File: src/sv/rls_pkg.sv
`default_nettype none

package rls_pkg;

   localparam int DEF_MAX_LINE_LEN = 4096;
   localparam int DEF_COUNT_BITS   = 24;

   localparam int LEN_OUT_W   = 13;
   localparam int TOTAL_OUT_W = 24;

   typedef struct packed {
      logic pixel;
      logic line_end;
      logic image_end;
   } rls_req_type;

   typedef struct packed {
      logic [LEN_OUT_W-1:0]   peak_length;
      logic [LEN_OUT_W-1:0]   median_length;
      logic [TOTAL_OUT_W-1:0] run_total;
   } rls_rsp_type;

   typedef enum logic [2:0] {
      ST_CLEAR,
      ST_RUN,
      ST_DRAIN,
      ST_SUM,
      ST_RANK,
      ST_FINISH,
      ST_REPORT
   } rls_state_type;

endpackage

`default_nettype wire

File: src/sv/rls_run_tracker.sv
`default_nettype none

module rls_run_tracker #(
   parameter int MAX_LINE_LEN = rls_pkg::DEF_MAX_LINE_LEN,
   parameter int COUNT_BITS   = rls_pkg::DEF_COUNT_BITS
) (
   input  wire logic                              clock,
   input  wire logic                              reset,
   input  wire logic                              accept,
   input  wire rls_pkg::rls_req_type              req,
   input  wire logic                              polarity,
   output logic                                   inc_valid,
   output logic [$clog2(MAX_LINE_LEN)-1:0]        inc_addr,
   output logic [rls_pkg::TOTAL_OUT_W-1:0]        run_total
);

   import rls_pkg::*;

   localparam int IDX_W = $clog2(MAX_LINE_LEN);
   localparam int LEN_W = $clog2(MAX_LINE_LEN + 1);
   localparam int RUN_W = (COUNT_BITS > TOTAL_OUT_W) ? COUNT_BITS : TOTAL_OUT_W;

   logic [LEN_W-1:0]      cur_len_ff, cur_len_in;
   logic [COUNT_BITS-1:0] runs_ff, runs_in;
   logic [COUNT_BITS-1:0] runs_next;
   logic [LEN_W-1:0]      len_inc;
   logic [LEN_W-1:0]      rec_len;
   logic [RUN_W-1:0]      runs_wide;
   logic                  match;
   logic                  ends;

   always_comb begin
      match   = (req.pixel == polarity);
      ends    = req.line_end | req.image_end;
      len_inc = (cur_len_ff < LEN_W'(MAX_LINE_LEN)) ? cur_len_ff + LEN_W'(1) : cur_len_ff;

      // a matching pixel closes its run only at line or image end
      if (match) begin
         rec_len = ends ? len_inc : '0;
      end else begin
         rec_len = cur_len_ff;
      end

      inc_valid = accept && (rec_len != '0);
      inc_addr  = IDX_W'(rec_len - LEN_W'(1));

      if (accept) begin
         cur_len_in = (match && !ends) ? len_inc : '0;
      end else begin
         cur_len_in = cur_len_ff;
      end

      runs_next = (inc_valid && (runs_ff != '1)) ? runs_ff + COUNT_BITS'(1) : runs_ff;
      runs_in   = (accept && req.image_end) ? '0 : runs_next;

      runs_wide = RUN_W'(runs_next);
      run_total = (runs_wide > RUN_W'({TOTAL_OUT_W{1'b1}})) ? '1 : TOTAL_OUT_W'(runs_wide);
   end

   always_ff @(posedge clock) begin
      if (reset) begin
         cur_len_ff <= '0;
         runs_ff    <= '0;
      end else begin
         cur_len_ff <= cur_len_in;
         runs_ff    <= runs_in;
      end
   end

endmodule

`default_nettype wire

File: config.mk
export PLATFORM = sky130hd
export DESIGN_NAME = rls_run_tracker
export DESIGN_NICKNAME = d
export VERILOG_FILES = /design/src/sv/rls_pkg.sv /design/src/sv/rls_run_tracker.sv
export SDC_FILE = /design/constraint.sdc
export NUM_CORES = 1
export LEC_CHECK = 0
export BUFFER_PORTS_ARGS = -buffer_cell sky130_fd_sc_hd__buf_2
export CAP_MARGIN = 20
export CORE_ASPECT_RATIO = 1.25
export CORE_MARGIN = 1
export CORE_UTILIZATION = 56
export CTS_BUF_LIST = sky130_fd_sc_hd__clkbuf_16
export CTS_CLUSTER_DIAMETER = 100
export DETAILED_ROUTE_END_ITERATION = 12
export PLACE_DENSITY = 0.79
export SLEW_MARGIN = 20
export SYNTH_ARGS = -nofsm -noshare
export SYNTH_HDL_FRONTEND = slang
export SYNTH_SLANG_ARGS = --single-unit
File: constraint.sdc
create_clock -name clock -period 4.6 [get_ports clock]
set_input_delay 0.69 -clock clock [delete_from_list [all_inputs] [get_ports clock]]
set_output_delay 0.69 -clock clock [all_outputs]
set_load 0.005 [all_outputs]
After elaboration in Yosys (flattened, before gate mapping)
Cells that the tools add are included.
Operators by class
  $add $sub $neg: 3
  $lt $le $gt $ge: 2
  equal/unequal tests: 2
  multiplexer cells: 6
  bitwise gates (word level): 1
  reductions and logical operators: 7
Operators by type and width (number)
  $mux 13: 4
  $mux 24: 2
  $add 24x1->24 const B: 1
  $gt 24x24->1 const B: 1
  $ne 24x24->1 const B: 1
  $add 13x1->13 const B: 1
  $lt 13x13->1 const B: 1
  $reduce_bool 13->1: 1
  $sub 12x1->12 const B: 1
  $logic_and 1x1->1: 4
  $reduce_or 2->1: 1
  $eq 1x1->1: 1
  $logic_not 1->1: 1
  $or 1x1->1: 1
Word-level totals
  register bits: 37
  input port bits: 7
  output and inout port bits: 37
  word-level logic and storage cells: 23

Longest topological paths before layout
Gate-level depths: netlist (run 1).
  depth in word-level cells: 10
  mapped depth: 12
  mapped depth without buffers: 10

Worst setup path before layout (run 1)
OpenSTA, ideal clock, no wires.
  kind: in2out
  start point: input req[1] in the netlist's numbering
  end point: output run_total[10] in the netlist's numbering
  arrival: 2741 ps
  required time: 3910 ps
  slack: 1169 ps
  cell stages on the path: 9
  path buffers: 2
  cells stage by stage: or2_1 > clkbuf_1 > a311oi_1 > nand4_1 > nor4_4 > a21o_2 > buf_8 > nor3_1 > or2_1
Between the ends
  cells in the longest elaborated chain, start to end: 9
RTL lines
  start, declared: RTL line rls_run_tracker.sv:10  | input wire rls_pkg::rls_req_type req,
  $or 1x1->1 *: RTL line rls_run_tracker.sv:34  | ends = req.line_end | req.image_end;
  $mux 13 *: RTL line rls_run_tracker.sv:39  | rec_len = ends ? len_inc : '0;
  $mux 13 *: RTL line rls_run_tracker.sv:38  | if (match) begin
  $reduce_bool 13->1 *: RTL line rls_run_tracker.sv:44  | inc_valid = accept && (rec_len != '0);
  $logic_and 1x1->1 *: RTL line rls_run_tracker.sv:44
  $logic_and 1x1->1 *: RTL line rls_run_tracker.sv:53  | runs_next = (inc_valid && (runs_ff != '1)) ? runs_ff + COUNT_BITS'(1) : runs_ff;
  $mux 24 *: RTL line rls_run_tracker.sv:53
  $gt 24x24->1: RTL line rls_run_tracker.sv:57  | run_total = (runs_wide > RUN_W'({TOTAL_OUT_W{1'b1}})) ? '1 : TOTAL_OUT_W'(runs_wide);
  $mux 24 *: RTL line rls_run_tracker.sv:57
  end, declared: RTL line rls_run_tracker.sv:14  | output logic [rls_pkg::TOTAL_OUT_W-1:0] run_total
Every way passes the cells marked *; elsewhere a longest branch is shown, timed or not.

Worst setup path in the final report (run 1)
  start point: register cur_len_ff[0]
  end point: output run_total[20] in the netlist's numbering
Between the ends
  cells in the longest elaborated chain, start to end: 10
  elaborated cells between the ends (all ways): 11
  those cells by class: add/sub: 1; order compare: 2; mux: 5; reduce/logical: 3
RTL lines
  start, declared: RTL line rls_run_tracker.sv:23  | logic [LEN_W-1:0] cur_len_ff, cur_len_in;
  start signal, assigned: RTL line rls_run_tracker.sv:65  | cur_len_ff <= cur_len_in;
  $add 13x1->13 or $lt 13x13->1 (tied branches): RTL line rls_run_tracker.sv:35  | len_inc = (cur_len_ff < LEN_W'(MAX_LINE_LEN)) ? cur_len_ff + LEN_W'(1) : cur_len_ff;
  $mux 13: RTL line rls_run_tracker.sv:35
  $mux 13: RTL line rls_run_tracker.sv:39
  $mux 13 *: RTL line rls_run_tracker.sv:38
  $reduce_bool 13->1 *: RTL line rls_run_tracker.sv:44
  $logic_and 1x1->1 *: RTL line rls_run_tracker.sv:44
  $logic_and 1x1->1 *: RTL line rls_run_tracker.sv:53
  $mux 24 *: RTL line rls_run_tracker.sv:53
  $gt 24x24->1: RTL line rls_run_tracker.sv:57
  $mux 24 *: RTL line rls_run_tracker.sv:57
Marks and branches as above.

==> results.md, run 1 <==
- Layout area overhead: 13.8%
- FF+latch count, synth: 37
- Worst reg2reg path startpoint: cur_len_ff[0]
- Ant diodes: 0
- GRT Util Overall: between 20% and 30%
- Fillcell total: 429
- Fin crit period: around 4.3 ns
- Levels on crit path: 10
- Mapped Nets: about 370
- Root Driver: clkbuf_16
- R2R Setup Slk: about 1.3 ns
- CP Capture Type: output pin
- Wire length per cell: 14.7 um
- R2R depth: 9
- Worst R2R End: runs_ff[1]
- Maximum vdd drop: about 190 uV
- Via-per-instance ratio: roughly 6.0
- Main combinational cell family by area after synthesis: simple AND/OR/NAND/NOR gates
- Initial antenna violation count: 0
- Sw Pwr: between 150 and 200 uW
- Largest net degree at the start of global routing: 28
- CTS Buffer Depth: 2
- Main synth FF type: dfxtp_1
- DRC viols: 0
- HP Class: reg2reg
- Gr ovfl total: 0
- Count of different cell masters after synthesis: around 60
- Clk pwr share: a little over two fifths
- Final Setup Violations: 0
- Initial core utilization: 58.0%
- Drt total wl: a little under 7000 um
- Post-Synth XOR/XNOR Area: around 8.3%
- Crit share post-route: 93.0%
- Placer Congestion: roughly 0.97
- Pwr per Cell Area: 241 nW/um^2
- DP HPWL: between 5000 and 6000 um
- DR vias: between 2k and 3k
- Nets: between 400 and 500
- WP buf/inv: 1
- Mux contribution to synthesized area: approximately 4.2%
- Switching Fraction: approximately 26%
- Syn avg cell area: approximately 7.5 sq um
- Final instance area: 3100 sq um
- Setup TNS Final: 0 ns
- Chip width: 64.4 um
- Die Y: between 70 and 80 um
- Buffers on Ports: 43
- RSZ-0062 raised after global routing: false
- CP top delay family: simple AND/OR/NAND/NOR gates
- Cells after Synth: 363
- Total die area: approximately 5100 sq um
- Fraction of registers with async set/reset: 0%
- Pre-antenna DRT Iters: 4
- Status: finished, final reports clean
- Pleak: 0.00133 uW
- Commonest cells after routing, fill and taps aside: 55 x nand2_1, 43 x buf_2, 37 x dfxtp_1, 33 x nor2_1, 18 x a21oi_1
- # hold bufs at CTS: 0
- Synth Area in Compound Gates: about a fifth
- Clk_lat worst skew: approximately 0.28 ns
- Hold EP: runs_ff[6]
- Setup Crit Path Kind: reg2out
- Register share of total power: between 40% and 50%
- Worst EP arrival: roughly 3.6 ns
- Combinational fraction of design power: between 10% and 20%
- Critical-path maximum fanout: 9
- Sink Count: 37
- Vias in the first global route: 2641
- Tightest Pin Transition: between 0.6 and 0.7 ns
- H-tree lvl count: 2
- Post-Syn Area: around 2700 sq um
- CTS Buf Count: 5
- Placement row count: 28
- WHS Path Cells: 2
- Commonest non-fill, non-tap cell in the layout: nand2_1
- Post-CTS setup buffers: 0
- Clk slew on worst S/H paths: roughly 0.060 ns
- CTS tree: built
- Final Hold Fails: 0
- Int Pwr: 554 uW
- Crit start category: flop
- Fmax: 234 MHz
- Placement Cell Area: between 2000 and 3000 sq um
- Hold Worst Slack: 0.506 ns
- CORE AREA: between 4000 and 5000 sq um
- Worst path max stage delay: between 0.5 and 0.6 ns
- Skew final: about 0.0031 ns
- Slew Limit Fails: 0
- Global-route wire length before repair: between 10000 and 15000 um
- Drt initial violations: 168
- Post-synthesis adder-cell area fraction: 1.84%
- Required @ worst endpoint: about 3.9 ns
- Slew Limit Headroom: a little over half
- Max Cap Violations: 0
- Critical path cell sequence: ha_1 -> and3b_1 -> nand2_1 -> a311oi_1 -> nand4_1 -> nor4_4 -> a21oi_2 -> and4_1 -> or2_1 -> buf_2
- Number of synthesized flops with an enable pin: 0
- Post-cts resize count: 0
- Antenna viol nets, final: 0
- Hold path startpoint: runs_ff[6]
- Number of I/O pins: 44
- Share of cells above drive strength 1: between 10% and 20%
- CP max-delay cell: nor4_4
- Yosys warnings: 0
- Simple-gate share of the synthesized area: a little over a third
- Sequential-to-total area share from yosys stat: between 20% and 30%
[cell families (layout without fill, tap and decap cells)]
logic type      after synthesis  after routing
buf+inv                      24             62
xor+xnor                     25             25
simple gates                183            183
mux                          11             11
flops                        37             37
fa+ha+maj                     4              4
compound gates               79             79
[power groups by stage]
stage          combinational, uW  sequential [uW]  clock [uW]
2_1_floorplan               64.3              330           0
3_3_place_gp                95.6              330           0
3_5_place_dp                98.3              330           0
6_report                    99.4              323         323
4_1_cts                     98.7              323         328
5_1_grt                      112              323         342
[tightest hold or removal path: cells and delay by family, from the launching register on]
kind | cells | cell delay (ns)
muxes | 1 | 0.06
DFF | 1 | 0.32
and+or+nand+nor | 1 | 0.07
[how the worst max path moves through the flow]
stage	slack, ns	end	from
floorplan	1.17	run_total[10]	req[1]
finish	0.32	run_total[20]	cur_len_ff[0]
global placement	0.62	run_total[10]	polarity
detailed placement	0.48	run_total[10]	polarity
CTS	0.36	run_total[10]	cur_len_ff[0]
global route	0.08	run_total[10]	cur_len_ff[0]
[stage by stage]
| stage | worst slack, ns | total power, uW | cells | util [%] |
|---|---|---|---|---|
| after floorplan | 1.17 | 394 | 363 | - |
| after global placement | 0.622 | 426 | 453 | 62.9 |
| after detailed placement | 0.479 | 429 | 453 | 62.9 |
| after CTS | 0.362 | 750 | 461 | 65.8 |
| after global routing | 0.0786 | 777 | 461 | 66.0 |
| final | 0.322 | 745 | 461 | 66.0 |
[metal layers]
| layer | track usage (%) | up-vias | part of all wire, % | wire, um |
|---|---|---|---|---|
| li1 | - | 1386 | - | - |
| met1 | 29.7 | 1286 | 41 | 2790 |
| met2 | 52.7 | 74 | 52 | 3530 |
| met3 | 3.71 | 19 | 3.5 | 239 |
| met4 | 14.9 | 0 | 3.0 | 206 |
| met5 | 0 | - | 0 | 0 |
[cell type report]
class / count / area, sq um / share of cell area [%]
inverters: 9 / 33.8 / 1.09
repair buffers: 45 / 230 / 7.43
clock inverters: 3 / 12.5 / 0.404
well taps: 60 / 75.1 / 2.42
multi-input cells: 302 / 1880 / 60.7
flip-flops and latches: 37 / 741 / 23.9
clock buffers: 5 / 125 / 4.04
[state kept, by name, summed over array words and instances (netlist names)]
signal      cells
cur_len_ff     13
runs_ff        24
[cell usage after synthesis (4+ instances only)]
master | n | share of area (%)
nand4_1 | 10 | 2.3
o21ai_0 | 14 | 2.6
nand2_1 | 55 | 7.6
mux2i_1 | 10 | 3.7
nor2_1 | 33 | 4.5
inv_1 | 9 | 1.2
or3_1 | 5 | 1.1
ha_1 | 4 | 1.8
and2_1 | 7 | 1.6
a22oi_1 | 8 | 2.2
nor4_1 | 7 | 1.6
and3_1 | 8 | 1.8
xor2_1 | 8 | 2.6
nand2b_1 | 9 | 2.1
o21a_1 | 5 | 1.4
dfxtp_1 | 37 | 27
nor3_1 | 10 | 1.8
clkbuf_1 | 9 | 1.2
xnor2_1 | 16 | 5.1
a21oi_1 | 19 | 3.5
nand3_1 | 16 | 2.9
or2_1 | 4 | 0.92
o21ai_1 | 4 | 0.74
Note: power is estimated with default switching activity, not from simulation.
==> inputs of run 2 (changes only) <==
==> constraint.sdc (replaced) <==
create_clock -name clock -period 5.5 [get_ports clock]
set_input_delay 0.825 -clock clock [delete_from_list [all_inputs] [get_ports clock]]
set_output_delay 0.825 -clock clock [all_outputs]
set_load 0.1 [all_outputs]
==> run 2 against run 1 <==
  * Worst hold slack lost 0.027 ns
  * Sequential power fell by 16%
  * Clock-buffer cell count stayed put
  * Clock skew is 0.0024 ns higher
  * Non-clock buffer count down 2
  * Die area unchanged
  * Utilization rose by 1.2 points
  * Critical path depth unchanged
  * Global-route usage is 0.12 points lower
  * Setup slack improved by 0.11 ns
  * Sequential cell count is the same
  * Critical path type is now in2out
  * Highest routed layer unchanged
==> results.md, run 2 (synthesis gave the netlist of run 1 again) <==
- Maximum vdd drop: between 150 and 200 uV
- Placement row count: 28
- # hold bufs at CTS: 0
- Fin crit period: slightly above 5 ns
- Initial core utilization: 58.0%
- Skew final: roughly 0.0056 ns
- CORE AREA: about 4700 sq um
- WHS Path Cells: 2
- Hold path startpoint: runs_ff[6]
- R2R Setup Slk: 2.16 ns
- Pwr per Cell Area: roughly 260 nW/um^2
- Drt initial violations: 208
- Required @ worst endpoint: about 4.7 ns
- GRT Util Overall: approximately 28%
- Sink Count: 37
- Tightest Pin Transition: roughly 0.97 ns
- PnR Total Power: between 800 and 900 uW
- Pre-antenna DRT Iters: 7
- Final instance area: roughly 3200 sq um
- Global-route wire length before repair: around 11000 um
- Drt total wl: 6800 um
- Layout area overhead: 15.8%
- Pleak: roughly 0.0014 uW
- Setup WS pre-CTS: approximately 0.51 ns
- Crit start category: primary input
- Clk_lat worst skew: ~0.28 ns
- Final Setup Violations: 0
- CP Capture Type: output pin
- Slew Limit Fails: 0
- Status: finished, final reports clean
- Root Driver: clkbuf_16
- Max Cap Violations: 0
- R2R depth: 9
- Gr ovfl total: 0
- Vias in the first global route: 2582
- Die Y: between 70 and 80 um
- Post-route setup slack: between 0.4 and 0.5 ns
- Placer Congestion: 0.917
- Hold EP: runs_ff[6]
- Clk slew on worst S/H paths: approximately 0.060 ns
- Ant diodes: 0
- Chip width: approximately 64 um
- Crit share post-route: between 90% and 100%
- Largest regs: runs_ff: 24 flops, cur_len_ff: 13 flops
- DRC viols: 0
- Post-cts resize count: 0
- Final Hold Fails: 0
- CTS Buffer Depth: 2
- Setup TNS Final: 0 ns
- DP HPWL: ~5000 um
- CTS Buf Count: 5
- Commonest non-fill, non-tap cell in the layout: nand2_1
- Number of I/O pins: 44
- Post-CTS setup buffers: 0
- Most flops, register: runs_ff
- Largest net degree at the start of global routing: 28
- Wire length per cell: around 15 um
- Initial antenna violation count: 0
- HP Class: reg2reg
- H-tree lvl count: 2
- Worst R2R End: runs_ff[1]
- Commonest cells after routing, fill and taps aside: 55 x nand2_1, 43 x buf_2, 37 x dfxtp_1, 33 x nor2_1, 17 x a21oi_1
- Critical-path maximum fanout: 15
- Setup Crit Path Kind: in2out
- Max FFs per register: 24
- Total die area: just over 5000 sq um
- Worst reg2reg path startpoint: cur_len_ff[0]
- Share of cells above drive strength 1: roughly 17%
- Buffers on Ports: between 40 and 50
- RSZ-0062 raised after global routing: false
- Via-per-instance ratio: roughly 6.1
- Placement Cell Area: just under 3000 sq um
- CP Launch Point: polarity
- Fmax: slightly below 200 MHz
- Nets: ~410
- DR vias: approximately 2.8k
- Antenna viol nets, final: 0
- CTS tree: built
- Worst EP arrival: around 4.2 ns
- Slew Limit Headroom: between 30% and 40%
-- run 2: cell types whose count changed in the layout (fill, tap and decap cells not counted) --
cell       before  now
xnor2_1        16   15
clkinv_1        2    0
a31oi_2         0    1
buf_4           2    0
a21oi_2         2    3
xnor2_2         1    2
a31oi_1         3    2
bufinv_16       0    2
a21oi_1        18   17
-- run 2: where the power goes --
group	internal [uW]	total (uW)	switching, uW
sequential	269	270	1.42
combinational	29.3	180	151
clock	259	369	110
-- run 2: routing by layer --
metal / vias to the layer above / share of wire, % / wire length (um) / global-route usage [%]
met4: 0 / 2.4 / 166 / 12.9
met1: 1305 / 40 / 2740 / 29.2
met2: 78 / 53 / 3580 / 52.9
met3: 17 / 4.7 / 317 / 5.00
met5: - / 0 / 0 / 0
li1: 1387 / - / - / -
-- run 2: worst max-delay path by stage --
stage                     to  slack (ns)  cells past startpoint
2_1_floorplan   run_total[7]        0.06                     10
3_3_place_gp   run_total[10]        0.62                     10
3_5_place_dp   run_total[10]        0.51                     10
4_1_cts        run_total[10]        0.50                     10
5_1_grt        run_total[12]        0.18                     10
6_report       run_total[10]        0.43                     10
-- run 2: area by class of cell --
type | count | area [sq um]
Clock buffer | 5 | 125
Sequential cell | 37 | 741
Clock inverter | 3 | 65.1
Inverter | 9 | 33.8
Multi-Input combinational cell | 302 | 1900
Fill cell | 434 | 1540
Tap cell | 60 | 75.1
Timing Repair Buffer | 43 | 215
-- run 2: worst max-delay path: stages --
cell and delay [ns]:
buf_2 0.11, xor2_1 0.77, nor4_1 0.15, a311oi_1 0.42, nand4_1 0.31, nor4_4 0.57, a21o_2 0.38, o21a_1 0.18
or2_1 0.09, buf_2 0.41
-- run 2: per-stage QoR --
stage	hold WS (ns)	utilization, %	instances
final	0.479	67.2	459
after global routing	0.517	67.2	459
after CTS	0.481	67.0	459
after detailed placement	0.473	63.0	451
after global placement	0.465	63.0	451
after floorplan	0.448	-	363
