`src/sv/rls_pkg.sv`:
```
`default_nettype none

package rls_pkg;

   localparam int DEF_MAX_LINE_LEN = 4096;
   localparam int DEF_COUNT_BITS   = 24;

   localparam int LEN_OUT_W   = 13;
   localparam int TOTAL_OUT_W = 24;

   typedef struct packed {
      logic pixel;
      logic line_end;
      logic image_end;
   } rls_req_type;

   typedef struct packed {
      logic [LEN_OUT_W-1:0]   peak_length;
      logic [LEN_OUT_W-1:0]   median_length;
      logic [TOTAL_OUT_W-1:0] run_total;
   } rls_rsp_type;

   typedef enum logic [2:0] {
      ST_CLEAR,
      ST_RUN,
      ST_DRAIN,
      ST_SUM,
      ST_RANK,
      ST_FINISH,
      ST_REPORT
   } rls_state_type;

endpackage

`default_nettype wire

```
`src/sv/rls_walker.sv`:
```
`default_nettype none

module rls_walker #(
   parameter int MAX_LINE_LEN = rls_pkg::DEF_MAX_LINE_LEN,
   parameter int COUNT_BITS   = rls_pkg::DEF_COUNT_BITS
) (
   input  wire logic                            clock,
   input  wire logic                            reset,
   input  wire logic                            img_done,
   input  wire logic [rls_pkg::TOTAL_OUT_W-1:0] run_total,
   input  wire logic [COUNT_BITS-1:0]           rd_data,
   output logic                                 req_stall,
   output logic [$clog2(MAX_LINE_LEN)-1:0]      scan_addr,
   output logic                                 clr_valid,
   output logic [$clog2(MAX_LINE_LEN)-1:0]      clr_addr,
   output logic                                 rsp_valid,
   output rls_pkg::rls_rsp_type                 rsp_data,
   input  wire logic                            rsp_stall
);

   import rls_pkg::*;

   localparam int IDX_W = $clog2(MAX_LINE_LEN);
   localparam int LEN_W = $clog2(MAX_LINE_LEN + 1);
   localparam int TOT_W = COUNT_BITS + IDX_W + 1;

   rls_state_type state_ff, state_in;

   logic [IDX_W-1:0]       scan_ff, scan_in;
   logic                   rd_valid_ff, rd_valid_in;
   logic                   rd_rank_ff, rd_rank_in;
   logic [IDX_W-1:0]       rd_idx_ff, rd_idx_in;

   logic [TOT_W-1:0]       total_ff, total_in;
   logic [TOT_W-1:0]       cum_ff, cum_in;
   logic [COUNT_BITS-1:0]  peak_cnt_ff, peak_cnt_in;
   logic [LEN_W-1:0]       peak_ff, peak_in;
   logic [LEN_W-1:0]       lo_ff, lo_in;
   logic [LEN_W-1:0]       hi_ff, hi_in;
   logic                   lo_found_ff, lo_found_in;
   logic                   hi_found_ff, hi_found_in;
   logic [TOTAL_OUT_W-1:0] runs_ff, runs_in;

   logic                   rsp_valid_ff, rsp_valid_in;
   rls_rsp_type            rsp_data_ff, rsp_data_in;

   logic                   scan_last;
   logic                   out_free;
   logic                   scanning;
   logic                   stats_init;
   logic                   report_load;
   logic [LEN_W-1:0]       rd_len;
   logic [TOT_W-1:0]       cum_new;
   logic [TOT_W:0]         cum_dbl;
   logic [LEN_W:0]         mid_sum;

   assign scan_last = (scan_ff == IDX_W'(MAX_LINE_LEN - 1));
   assign out_free  = !rsp_valid_ff || !rsp_stall;

   // next state
   always_comb begin
      state_in = state_ff;
      case (state_ff)
         ST_CLEAR:  if (scan_last) state_in = ST_RUN;
         ST_RUN:    if (img_done) state_in = ST_DRAIN;
         ST_DRAIN:  state_in = ST_SUM;
         ST_SUM:    if (scan_last) state_in = ST_RANK;
         ST_RANK:   if (scan_last) state_in = ST_FINISH;
         ST_FINISH: state_in = ST_REPORT;
         ST_REPORT: if (out_free) state_in = ST_RUN;
         default:   state_in = ST_CLEAR;
      endcase
   end

   // state outputs
   always_comb begin
      req_stall   = 1'b1;
      scanning    = 1'b0;
      stats_init  = 1'b0;
      report_load = 1'b0;
      clr_valid   = rd_valid_ff && rd_rank_ff;
      clr_addr    = rd_idx_ff;
      case (state_ff)
         ST_CLEAR: begin
            clr_valid = 1'b1;
            clr_addr  = scan_ff;
         end
         ST_RUN:    req_stall = 1'b0;
         ST_DRAIN:  stats_init = 1'b1;
         ST_SUM:    scanning = 1'b1;
         ST_RANK:   scanning = 1'b1;
         ST_FINISH: ;
         ST_REPORT: report_load = out_free;
         default:   ;
      endcase
   end

   // datapath over returned bins
   always_comb begin
      scan_addr   = scan_ff;
      scan_in     = (scanning || (state_ff == ST_CLEAR)) ?
                    (scan_last ? '0 : scan_ff + IDX_W'(1)) : '0;
      rd_valid_in = scanning;
      rd_rank_in  = (state_ff == ST_RANK);
      rd_idx_in   = scan_ff;

      rd_len  = LEN_W'(rd_idx_ff) + LEN_W'(1);
      cum_new = cum_ff + TOT_W'(rd_data);
      cum_dbl = {cum_new, 1'b0};

      total_in    = total_ff;
      cum_in      = cum_ff;
      peak_cnt_in = peak_cnt_ff;
      peak_in     = peak_ff;
      lo_in       = lo_ff;
      hi_in       = hi_ff;
      lo_found_in = lo_found_ff;
      hi_found_in = hi_found_ff;
      runs_in     = (img_done && (state_ff == ST_RUN)) ? run_total : runs_ff;

      if (stats_init) begin
         total_in    = '0;
         cum_in      = '0;
         peak_cnt_in = '0;
         peak_in     = '0;
         lo_in       = '0;
         hi_in       = '0;
         lo_found_in = 1'b0;
         hi_found_in = 1'b0;
      end else if (rd_valid_ff && !rd_rank_ff) begin
         total_in = total_ff + TOT_W'(rd_data);
         // ascending lengths, so ">=" hands a tie to the longer length
         if ((rd_data != '0) && (rd_data >= peak_cnt_ff)) begin
            peak_cnt_in = rd_data;
            peak_in     = rd_len;
         end
      end else if (rd_valid_ff) begin
         cum_in = cum_new;
         // lower middle rank: 2*cum >= total; upper middle rank: 2*cum > total
         if (!lo_found_ff && (total_ff != '0) && (cum_dbl >= {1'b0, total_ff})) begin
            lo_in       = rd_len;
            lo_found_in = 1'b1;
         end
         if (!hi_found_ff && (total_ff != '0) && (cum_dbl > {1'b0, total_ff})) begin
            hi_in       = rd_len;
            hi_found_in = 1'b1;
         end
      end

      mid_sum = {1'b0, lo_ff} + {1'b0, hi_ff};

      rsp_valid_in = rsp_valid_ff;
      rsp_data_in  = rsp_data_ff;
      if (report_load) begin
         rsp_valid_in              = 1'b1;
         rsp_data_in.peak_length   = LEN_OUT_W'(peak_ff);
         rsp_data_in.median_length = LEN_OUT_W'(mid_sum[LEN_W:1]);
         rsp_data_in.run_total     = runs_ff;
      end else if (rsp_valid_ff && !rsp_stall) begin
         rsp_valid_in = 1'b0;
      end

      rsp_valid = rsp_valid_ff;
      rsp_data  = rsp_data_ff;
   end

   always_ff @(posedge clock) begin
      if (reset) begin
         state_ff     <= ST_CLEAR;
         scan_ff      <= '0;
         rd_valid_ff  <= 1'b0;
         rsp_valid_ff <= 1'b0;
         lo_found_ff  <= 1'b0;
         hi_found_ff  <= 1'b0;
      end else begin
         state_ff     <= state_in;
         scan_ff      <= scan_in;
         rd_valid_ff  <= rd_valid_in;
         rsp_valid_ff <= rsp_valid_in;
         lo_found_ff  <= lo_found_in;
         hi_found_ff  <= hi_found_in;
      end
      rd_rank_ff  <= rd_rank_in;
      rd_idx_ff   <= rd_idx_in;
      total_ff    <= total_in;
      cum_ff      <= cum_in;
      peak_cnt_ff <= peak_cnt_in;
      peak_ff     <= peak_in;
      lo_ff       <= lo_in;
      hi_ff       <= hi_in;
      runs_ff     <= runs_in;
      rsp_data_ff <= rsp_data_in;
   end

endmodule

`default_nettype wire

```
`config.mk`:
```
export PLATFORM = sky130hd
export DESIGN_NAME = rls_walker
export DESIGN_NICKNAME = d
export VERILOG_FILES = /design/src/sv/rls_pkg.sv /design/src/sv/rls_walker.sv
export SDC_FILE = /design/constraint.sdc
export NUM_CORES = 1
export LEC_CHECK = 0
export ABC_AREA = 1
export BUFFER_PORTS_ARGS = -buffer_cell sky130_fd_sc_hd__buf_2
export CAP_MARGIN = 10
export CORE_ASPECT_RATIO = 0.6
export CORE_MARGIN = 4
export CORE_UTILIZATION = 50
export DETAILED_ROUTE_END_ITERATION = 8
export PLACE_DENSITY = 0.77
export SYNTH_ARGS = -nofsm -noshare
export SYNTH_HDL_FRONTEND = slang
export SYNTH_SLANG_ARGS = --single-unit
```
`constraint.sdc`:
```
create_clock -name clock -period 3.57 [get_ports clock]
set_input_delay 0.357 -clock clock [delete_from_list [all_inputs] [get_ports clock]]
set_output_delay 0.357 -clock clock [all_outputs]
set_load 0.02 [all_outputs]
```
## Word level (Yosys, flattened, before mapping)

Index checks and enable logic that the tools add are counted.

| word-level totals | value |
|---|---|
| register bits after elaboration | 243 |
| input bits | 52 |
| output and inout port bits | 77 |
| word-level logic and storage cells | 82 |

| operators by class | value |
|---|---|
| $add $sub $neg | 5 |
| magnitude comparators | 3 |
| equal/unequal tests | 12 |
| multiplexer cells | 14 |
| bitwise logic cells | 2 |
| reductions and logical operators | 28 |

Operator list:

| operator | count |
|---|---|
| adder 37 x 24 -> 37 bit | 2 |
| greater-or-equal comparator 38 x 37 -> 1 bit | 1 |
| > comparator 38 x 37 -> 1 bit | 1 |
| nonzero test 37 bit | 1 |
| greater-or-equal comparator 24 bit | 1 |
| nonzero test 24 bit | 1 |
| one-hot mux 3 bit (7 select lines) | 1 |
| two-way mux 3 bit | 5 |
| adder 13 x 13 -> 14 bit | 1 |
| adder 12 x 1 -> 13 bit (second input constant) | 1 |
| adder 12 x 1 -> 12 bit (second input constant) | 1 |
| == test 12 bit (second input constant) | 1 |
| two-way mux 12 bit | 1 |
| == test 3 bit (second input constant) | 3 |
| logical AND 1 bit | 9 |
| != test 2 bit (second input constant) | 4 |
| two-way mux 1 bit | 7 |
| == test 3 x 2 -> 1 bit (second input constant) | 2 |
| AND reduction 3 bit | 2 |
| zero test 1 bit | 5 |
| AND reduction 5 bit | 1 |
| AND reduction 2 bit | 2 |
| OR reduction 2 bit | 2 |
| == test 3 x 1 -> 1 bit (second input constant) | 1 |
| 6 further kinds | 8 |

## Depth between registers and ports, before layout

Gate-level depths: netlist of the first run.

| logic depth | value |
|---|---|
| depth in word-level cells | 6 |
| mapped depth | 29 |
| mapped depth without buffers | 29 |

## Least setup slack after synthesis of the first run

No wires, ideal clock.

| timing | value |
|---|---|
| path kind | register -> register |
| from | register state_ff[0] |
| to | register rsp_data_ff (netlist bit rsp_data[0]), enable pin |
| setup time | 0.474 ns |
| arrival time | 3.144 ns |
| data required time | 3.096 ns |
| setup slack | -0.049 ns |
| stages on the path, launching flop included | 5 |
| buffers on the path | 1 |
| clock period less this slack | 3.619 ns |
| cell sequence | dfxtp_1 > clkbuf_1 > nor3_1 > inv_1 > a21oi_1 |

| on the way | value |
|---|---|
| cells in the longest elaborated chain, start to end | 2 |

Ends and longest elaborated chain:

| item | line | RTL |
|---|---|---|
| start: declaration | rls_walker.sv:27 | `rls_state_type state_ff, state_in;` |
| start signal: assignment | rls_walker.sv:176 | `state_ff <= state_in;` |
| == test 3 bit | rls_walker.sv:83 | `case (state_ff)` |
| two-way mux 1 bit | rls_walker.sv:83 |  |
| net report_load | rls_walker.sv:51 | `logic report_load;` |
| end signal: assignment | rls_walker.sv:192 | `rsp_data_ff <= rsp_data_in;` |
| end: declaration | rls_walker.sv:45 | `rls_rsp_type rsp_data_ff, rsp_data_in;` |

The timed path passes the listed nets, and every way through them passes these cells.
A chain may end at the register's enable or synchronous reset.

## Worst setup path in the final report of the first run

| timing | value |
|---|---|
| from | register cum_ff[9] |
| to | register hi_ff[3] |

| on the way | value |
|---|---|
| cells in the longest elaborated chain, start to end | 4 |

Ends and longest elaborated chain:

| item | line | RTL |
|---|---|---|
| start: declaration | rls_walker.sv:35 | `logic [TOT_W-1:0] cum_ff, cum_in;` |
| start signal: assignment | rls_walker.sv:186 | `cum_ff <= cum_in;` |
| adder 37 x 24 -> 37 bit | rls_walker.sv:108 | `cum_new = cum_ff + TOT_W'(rd_data);` |
| net cum_new[26] | rls_walker.sv:53 | `logic [TOT_W-1:0] cum_new;` |
| > comparator 38 x 37 -> 1 bit | rls_walker.sv:144 | `if (!hi_found_ff && (total_ff != '0) && (cum_dbl > {1'b0, total_ff})) begin` |
| logical AND 1 bit | rls_walker.sv:144 |  |
| AND reduction 3 bit (no source line) | - |  |
| end signal: assignment | rls_walker.sv:190 | `hi_ff <= hi_in;` |
| end: declaration | rls_walker.sv:39 | `logic [LEN_W-1:0] hi_ff, hi_in;` |

The timed path passes the listed nets, and every way through them passes these cells.

==> results.md, run 1 <==
- Final Slew Violations: 0
- Die area: 31200 sq um
- GRT overflow: 0
- Number of max-cap violations: 0
- Top cells by count, synth: 326 x nand2_1, 257 x inv_1, 176 x a21oi_1, 169 x dfxtp_1, 147 x nor2_1
- Die H: 138 um
- Std cell rows: 47
- Post-DR vias/cell: 5.58
- Int Power: 5.62 mW
- Unrepaired setup endpoints after global routing: yes
- Layout cells sized above 1: 23.3%
- Setup TNS: -6.29 ns
- P per Cell Area: 453 nW/um^2
- Final Hold Vio Count: 0
- Met1 Resource Use GR: 41.3%
- Worst path arrival time: 4.30 ns
- Synthesized cell area: 14200 sq um
- Origin of the worst setup path: cum_ff[9]
- Largest net degree at the start of global routing: 65
- DRC Markers: 0
- Fmax: 259 MHz
- Final worst slack: -0.289 ns
- Post-synthesis cell count: 1813
- Yosys top cell area share: 23.9%
- Worst vdd rail ir drop: 0.358 mV
- Count leader, synth: nand2_1
- Worst hold margin: 0.0238 ns
- Gpl congestion: 0.989
- Met2 GRT Util: 38.9%
- Per-cell routed wire length: 18.2 um
- Failing checks: negative setup slack
- Clock slew at reported path FFs: 0.07 ns
- Largest cells by area after synthesis: dfxtp_1 24%, edfxtp_1 16%, ha_1 11%, nand2_1 8.6%, inv_1 6.8%
- Tcrit/Tclk final: 108%
- Initial core utilization: 51.0%
- Vias in the first global route: 13200
- Met3 usage: 8.20%
- Area grow syn2layout: 29.7%
- Initial antenna violation count: 1
- Setup violators final: 28
- Global-route wire length before repair: 69.6 mm
- TritonCTS sink count: 243
- Clk buf depth: 3
- P_sw: 2.70 mW
- Crit. End Element: register
- CTS tree: yes
- Worst-margin pin slew: 0.751 ns
- Synthesized area per cell: 7.81 sq um
- Yosys reg bits: 243
- Antenna viol nets, final: 0
- GR Util All Layers: 27.4%
- I/O pin count: 129
- Clock Power Share: 32.8%
- Async SR Flop Fraction: 0%
- Register share of total power: 37.7%
- Sw Share: 32.5%
- Crit path max fanout: 6
- Combinational Power Share: 29.5%
- DRT iter0 DRCs: 1546
- Worst setup path category: register to register
- I/O Buffers: 128
- Clock latency on the worst-skew pair: 0.55 ns
- Worst Path Required: 4.01 ns
- Worst min-delay path category: primary input to register
- Final clock skew: 0.0190 ns
- Leak: 8.52 nW
- Hold path startpoint: reset
- CTS root buffer: clkbuf_16
- Core area: 27800 sq um
- Min Clock Period, post-route: 3.86 ns
- Largest area contributor in the netlist: dfxtp_1
- Post-detail-place hpwl: 32.6 mm
- Busiest grt layer: met1
- Register area share after synthesis: 39.6%
- Normalized max-slew margin: 49.3%
- Synth Flop Type: dfxtp_1
- Fillers: 2205
- Startpoint types: register
- Die width: 225 um
- CTS buffer count: 24
- Final wirelength: 45.5 mm
- Layout net count: 2286
- Post-synth net total: 1990
- Vias: 13900
- Synth warnings: 0
- Worst flop-to-flop path startpoint: cum_ff[9]
- H-tree depth: 1
- Yosys cell types: 51
- Status: finished, violations left
- Drt pass-1 iters: 6
- Number of flops mapped to enable cells by yosys: 74
## worst paths after layout
check | endpoint | depth (start not counted) | slack [ns]
worst max-delay path | hi_ff[3] | 23 | -0.29
worst min-delay path | state_ff[2] | 2 | 0.02
worst max register to register | hi_ff[3] | 23 | -0.29
worst min register to register | rd_idx_ff[11] | 0 | 0.37
## timing repair
action / in CTS / in global routing
setup buffers: 10 / 12
resized for setup: 84 / 89
hold buffers: 24 / 0
hold endpoints to repair: 24 / 0
endpoints found under the setup margin: 28 / 28
pin swaps: 25 / 59
gates cloned: 5 / 3
## critical path: stages (launching register included)
cell      delay [ns]
dfxtp_4         0.36
ha_4            0.29
a21oi_4         0.22
o21ai_2         0.11
a21oi_2         0.15
o21ai_2         0.08
buf_6           0.15
buf_6           0.11
nand4_1         0.11
o211ai_4        0.14
xor2_2          0.22
ha_1            0.32
a21oi_1         0.15
nor2_1          0.06
nor3_2          0.12
nand2_1         0.08
nand2_1         0.07
nand2_1         0.09
a21oi_4         0.17
o211ai_4        0.12
buf_6           0.17
buf_16          0.14
a21oi_1         0.23
nor2_1          0.08
## power by group through the flow
stage,Combinational [mW],Sequential [mW],Clock (mW)
after floorplan,1.32,3.15,0
after global placement,2.06,3.18,0
after detailed placement,2.13,3.19,0
after CTS,2.26,3.13,2.75
after global routing,2.70,3.15,2.87
final,2.46,3.14,2.73
## registers in the layout (all words and copies together) (netlist names), 3 cells and up
register     count
cum_ff          37
hi_ff           13
lo_ff           13
peak_cnt_ff     24
peak_ff         13
rd_idx_ff       12
rsp_data        50
runs_ff         24
scan_addr       12
state_ff         3
total_ff        37
## placed cells by master (no fill, tap or decap), types with 7 or more instances in the layout
| cell type | count |
|---|---|
| ha_4 | 16 |
| clkbuf_16 | 27 |
| xor2_1 | 41 |
| edfxtp_1 | 74 |
| a21oi_2 | 29 |
| nor3_1 | 21 |
| nand2_1 | 304 |
| nor4_1 | 16 |
| inv_1 | 252 |
| or2_1 | 8 |
| nand4_1 | 21 |
| ha_1 | 105 |
| a21o_1 | 9 |
| nand3_2 | 24 |
| o21ai_0 | 116 |
| a21oi_1 | 152 |
| nor2_2 | 10 |
| xnor2_1 | 16 |
| dlygate4sd3_1 | 24 |
| dfxtp_1 | 166 |
| o211ai_1 | 18 |
| buf_6 | 8 |
| nand3_1 | 72 |
| nor2_4 | 7 |
| nor2_1 | 133 |
| a31oi_1 | 7 |
| buf_2 | 128 |
| nand2_2 | 19 |
| o21bai_1 | 43 |
| buf_4 | 145 |
## metrics by stage
| stage | cells | utilization [%] | instance area (sq um) | power, mW | setup WS, ns |
|---|---|---|---|---|---|
| after floorplan | 1813 | - | 14200 | 4.46 | 0.131 |
| after global placement | 2397 | 58.1 | 16100 | 5.24 | -1.02 |
| after detailed placement | 2397 | 58.1 | 16100 | 5.32 | -1.04 |
| after CTS | 2479 | 63.9 | 17700 | 8.14 | -0.149 |
| after global routing | 2494 | 66.2 | 18400 | 8.72 | -0.405 |
| final | 2495 | 66.2 | 18400 | 8.32 | -0.289 |
## routing by layer
metal  part of all wire, %  vias to the layer above  wire [um]
met4                   2.1                        0        950
met2                    41                      624      18800
met3                    11                       91       5170
met5                     0                        -          0
met1                    45                     6548      20600
li1                      -                     6660          -
## area by class of cell
class | count | area, sq um | share of cell area, %
multi-input combinational | 1263 | 8120 | 44.2
sequential | 243 | 5610 | 30.5
timing repair buffer | 317 | 2340 | 12.8
inverter | 258 | 980 | 5.33
clock buffer | 32 | 681 | 3.71
tap | 367 | 459 | 2.50
clock inverter | 12 | 158 | 0.858
timing repair inverter | 2 | 15.0 | 0.0817
antenna | 1 | 2.50 | 0.0136
## kinds of logic after synthesis
logic type / synth area share [%]
AOI/OAI and AO/OA: 16.5
xor gates and xnor gates: 3.96
adders and majority gates: 11.2
buffers and inverters: 8.52
DFF: 39.6
and+or+nand+nor: 20.2
(Power assumes the default switching activity.)
==> run 2: changes to the inputs <==
ABC_AREA = default   (was 1)
GPL_ROUTABILITY_DRIVEN = 0   (was default)
GPL_TIMING_DRIVEN = 0   (was default)
==> results.md, run 2 <==
- Status: finished, violations left
- Failing checks: negative setup slack
- Unrepaired setup endpoints after global routing: yes
- Worst setup path category: register to register
- Reg2reg path depth: 22
- Final clock skew: 0.0211 ns
- Post-DR vias/cell: 5.76
- Most common cell after layout, fill and taps aside: dfxtp_1
- Largest cells by area after synthesis: dfxtp_1 25%, edfxtp_1 17%, ha_1 11%, mux2i_1 4.8%, nand2_1 4.4%
- Synth warnings: 0
- Ant diodes: 0
- Area grow syn2layout: 21.7%
- Final worst slack: -1.02 ns
- Synth Flop Type: dfxtp_1
- Final Hold Vio Count: 0
- Synthesized cell area: 13500 sq um
- Setup TNS: -26.45 ns
- Post-synthesis cell count: 1460
- Yosys top cell area share: 25.1%
- Setup violators final: 28
- DRT iter0 DRCs: 1001
- Worst vdd rail ir drop: 0.538 mV
- CTS root buffer: clkbuf_16
- P_sw: 4.51 mW
- Initial core utilization: 50.8%
- Final wirelength: 39.5 mm
- Worst path arrival time: 5.05 ns
- Worst Path Required: 4.03 ns
- Vias: 11800
- Leak: 6.96 nW
- Core area: 26500 sq um
- Worst-margin pin slew: 1.02 ns
- Synthesized area per cell: 9.22 sq um
- Tcrit/Tclk final: 129%
- Count leader, synth: dfxtp_1
- Clk buf depth: 3
- Vias in the first global route: 11400
- Reg2reg setup slack: -1.02 ns
- Layout cells sized above 1: 17.4%
- Worst min-delay path category: primary input to register
- Post-detail-place hpwl: 28.7 mm
- Layout net count: 1848
- Post-Route Utilization: 61.9%
- Clock latency on the worst-skew pair: 0.55 ns
- Yosys reg bits: 243
- Largest net degree at the start of global routing: 31
- Largest area contributor in the netlist: dfxtp_1
- Die area: 29700 sq um
- Initial antenna violation count: 0
- Fmax: 218 MHz
- Die width: 220 um
- Fillers: 2144
- Normalized max-slew margin: 31.3%
- Yosys cell types: 67
- Post-synth net total: 1637
- Drt pass-1 iters: 6
- Clock Power Share: 23.6%
- Async SR Flop Fraction: 0%
- TritonCTS sink count: 243
- Die H: 135 um
- Combinational Power Share: 44.3%
- Worst R2R End: lo_ff[9]
- Register area share after synthesis: 41.7%
- Number of max-cap violations: 0
- Worst hold stages: 2
- CTS tree: yes
- Std cell rows: 46
- Worst flop-to-flop path startpoint: cum_ff[10]
- GR Util All Layers: 25.8%
- Min Clock Period, post-route: 4.59 ns
- Hold path startpoint: reset
- Antenna viol nets, final: 0
- Crit. End Element: register
- Crit path max fanout: 5
- GRT overflow: 0
- Top cells by count, synth: 169 x dfxtp_1, 156 x nand2_1, 135 x nor2_1, 122 x ha_1, 107 x a21oi_1
- Max reg flops: 50
- Int Power: 7.06 mW
- I/O Buffers: 128
- Final Slew Violations: 0
- CTS buffer count: 25
- DRC Markers: 0
- H-tree depth: 1
- Hold EP: state_ff[1]
- Register share of total power: 32.1%
- Per-cell routed wire length: 19.3 um
- I/O pin count: 129
- Global-route wire length before repair: 61.4 mm
- Most frequent cells in the layout: 164 x dfxtp_1, 156 x nand2_1, 131 x buf_2
- Sw Share: 39.0%
- P per Cell Area: 706 nW/um^2
- Clock slew at reported path FFs: 0.07 ns
- Startpoint types: register
- Number of flops mapped to enable cells by yosys: 74
-- run 2: changes by cell type after synthesis, sizes merged, moves of 22 or more --
cell    delta
a21o      +22
a21oi     -79
inv      -158
mux2i     +65
nand2    -174
nand3     -60
o21ai     -70
o21bai    -39
xnor2     +49
xor2      -23
-- run 2: cell type report --
class / count / area (sq um) / share of cell area [%]
inverter: 100 / 375 / 2.29
multi-input combinational: 1068 / 7700 / 47.0
tap: 360 / 450 / 2.75
sequential: 243 / 5610 / 34.3
clock buffer: 33 / 698 / 4.26
clock inverter: 13 / 151 / 0.924
timing repair buffer: 185 / 1170 / 7.13
buffer: 48 / 221 / 1.35
-- run 2: power groups by stage --
stage / Combinational (mW) / Clock, mW / Sequential (mW)
after floorplan: 3.31 / 0 / 3.65
after global placement: 4.17 / 0 / 3.73
after detailed placement: 4.36 / 0 / 3.75
after CTS: 4.85 / 2.75 / 3.70
after global routing: 5.66 / 2.86 / 3.77
final: 5.12 / 2.73 / 3.72
-- run 2: cell families (layout without fill, tap and decap cells) --
group	Yosys count	in the layout	synth area share, %
and+or+nand+nor	479	479	16.5
AOI/OAI and AO/OA	298	298	14.1
DFF	243	243	41.7
buffers and inverters	149	379	4.30
adders and majority gates	125	125	11.8
xor gates and xnor gates	90	90	5.86
muxes	76	76	5.75
-- run 2: through the flow --
| stage | setup WS [ns] | hold slack, ns | cell area (sq um) | power [mW] | cells |
|---|---|---|---|---|---|
| 6_report | -1.02 | 0.0838 | 16400 | 11.6 | 2050 |
| 4_1_cts | -0.917 | 0.0612 | 16200 | 11.3 | 2042 |
| 5_1_grt | -1.23 | 0.0924 | 16400 | 12.3 | 2050 |
| 3_3_place_gp | -2.01 | 0.394 | 14700 | 7.89 | 1948 |
| 3_5_place_dp | -2.05 | 0.402 | 14700 | 8.12 | 1950 |
| 2_1_floorplan | -0.827 | 0.400 | 13600 | 6.96 | 1460 |
-- run 2: worst max path at each step --
stage                      startpoint         to  slack, ns  cells past startpoint
after CTS                   cum_ff[0]   lo_ff[9]      -0.92                     23
after detailed placement   rd_data[0]   lo_ff[9]      -2.05                     21
after floorplan           rd_data[10]  lo_ff[10]      -0.83                     21
after global routing       cum_ff[10]   lo_ff[4]      -1.23                     22
final                      cum_ff[10]   lo_ff[9]      -1.02                     22
after global placement     rd_data[0]   lo_ff[4]      -2.01                     21
-- run 2: per-layer routing --
metal | global-route usage [%] | part of all wire, % | routed length, um
met1 | 39.1 | 46 | 18100
met2 | 36.3 | 41 | 16100
met3 | 8.03 | 12 | 4540
met4 | 5.19 | 1.7 | 671
met5 | 0 | 0 | 0
-- run 2: worst max-delay path: stages, from the launching register on --
cell and delay, ns:
dfxtp_2 0.35, ha_4 0.20, a211o_1 0.33, nor2_2 0.16
nand3_1 0.10, o21ba_4 0.28, o211ai_1 0.11, buf_4 0.17
a2111oi_4 0.40, nor2_4 0.11, buf_6 0.15, nand2_1 0.07
xnor2_1 0.09, ha_1 0.29, nand4_1 0.13, or3_4 0.38
o21ai_2 0.14, a41oi_2 0.07, o31ai_4 0.13, inv_2 0.10
a311oi_4 0.33, buf_6 0.20, mux2i_1 0.21
-- run 2: repair_timing --
action                     4_1_cts  5_1_grt
hold buffers                    24        0
setup buffers                   21        8
pin swaps                       33        1
setup endpoints to repair       28       59
hold endpoints to repair        24        0
resized for setup               55       16
gates cloned                     2        0
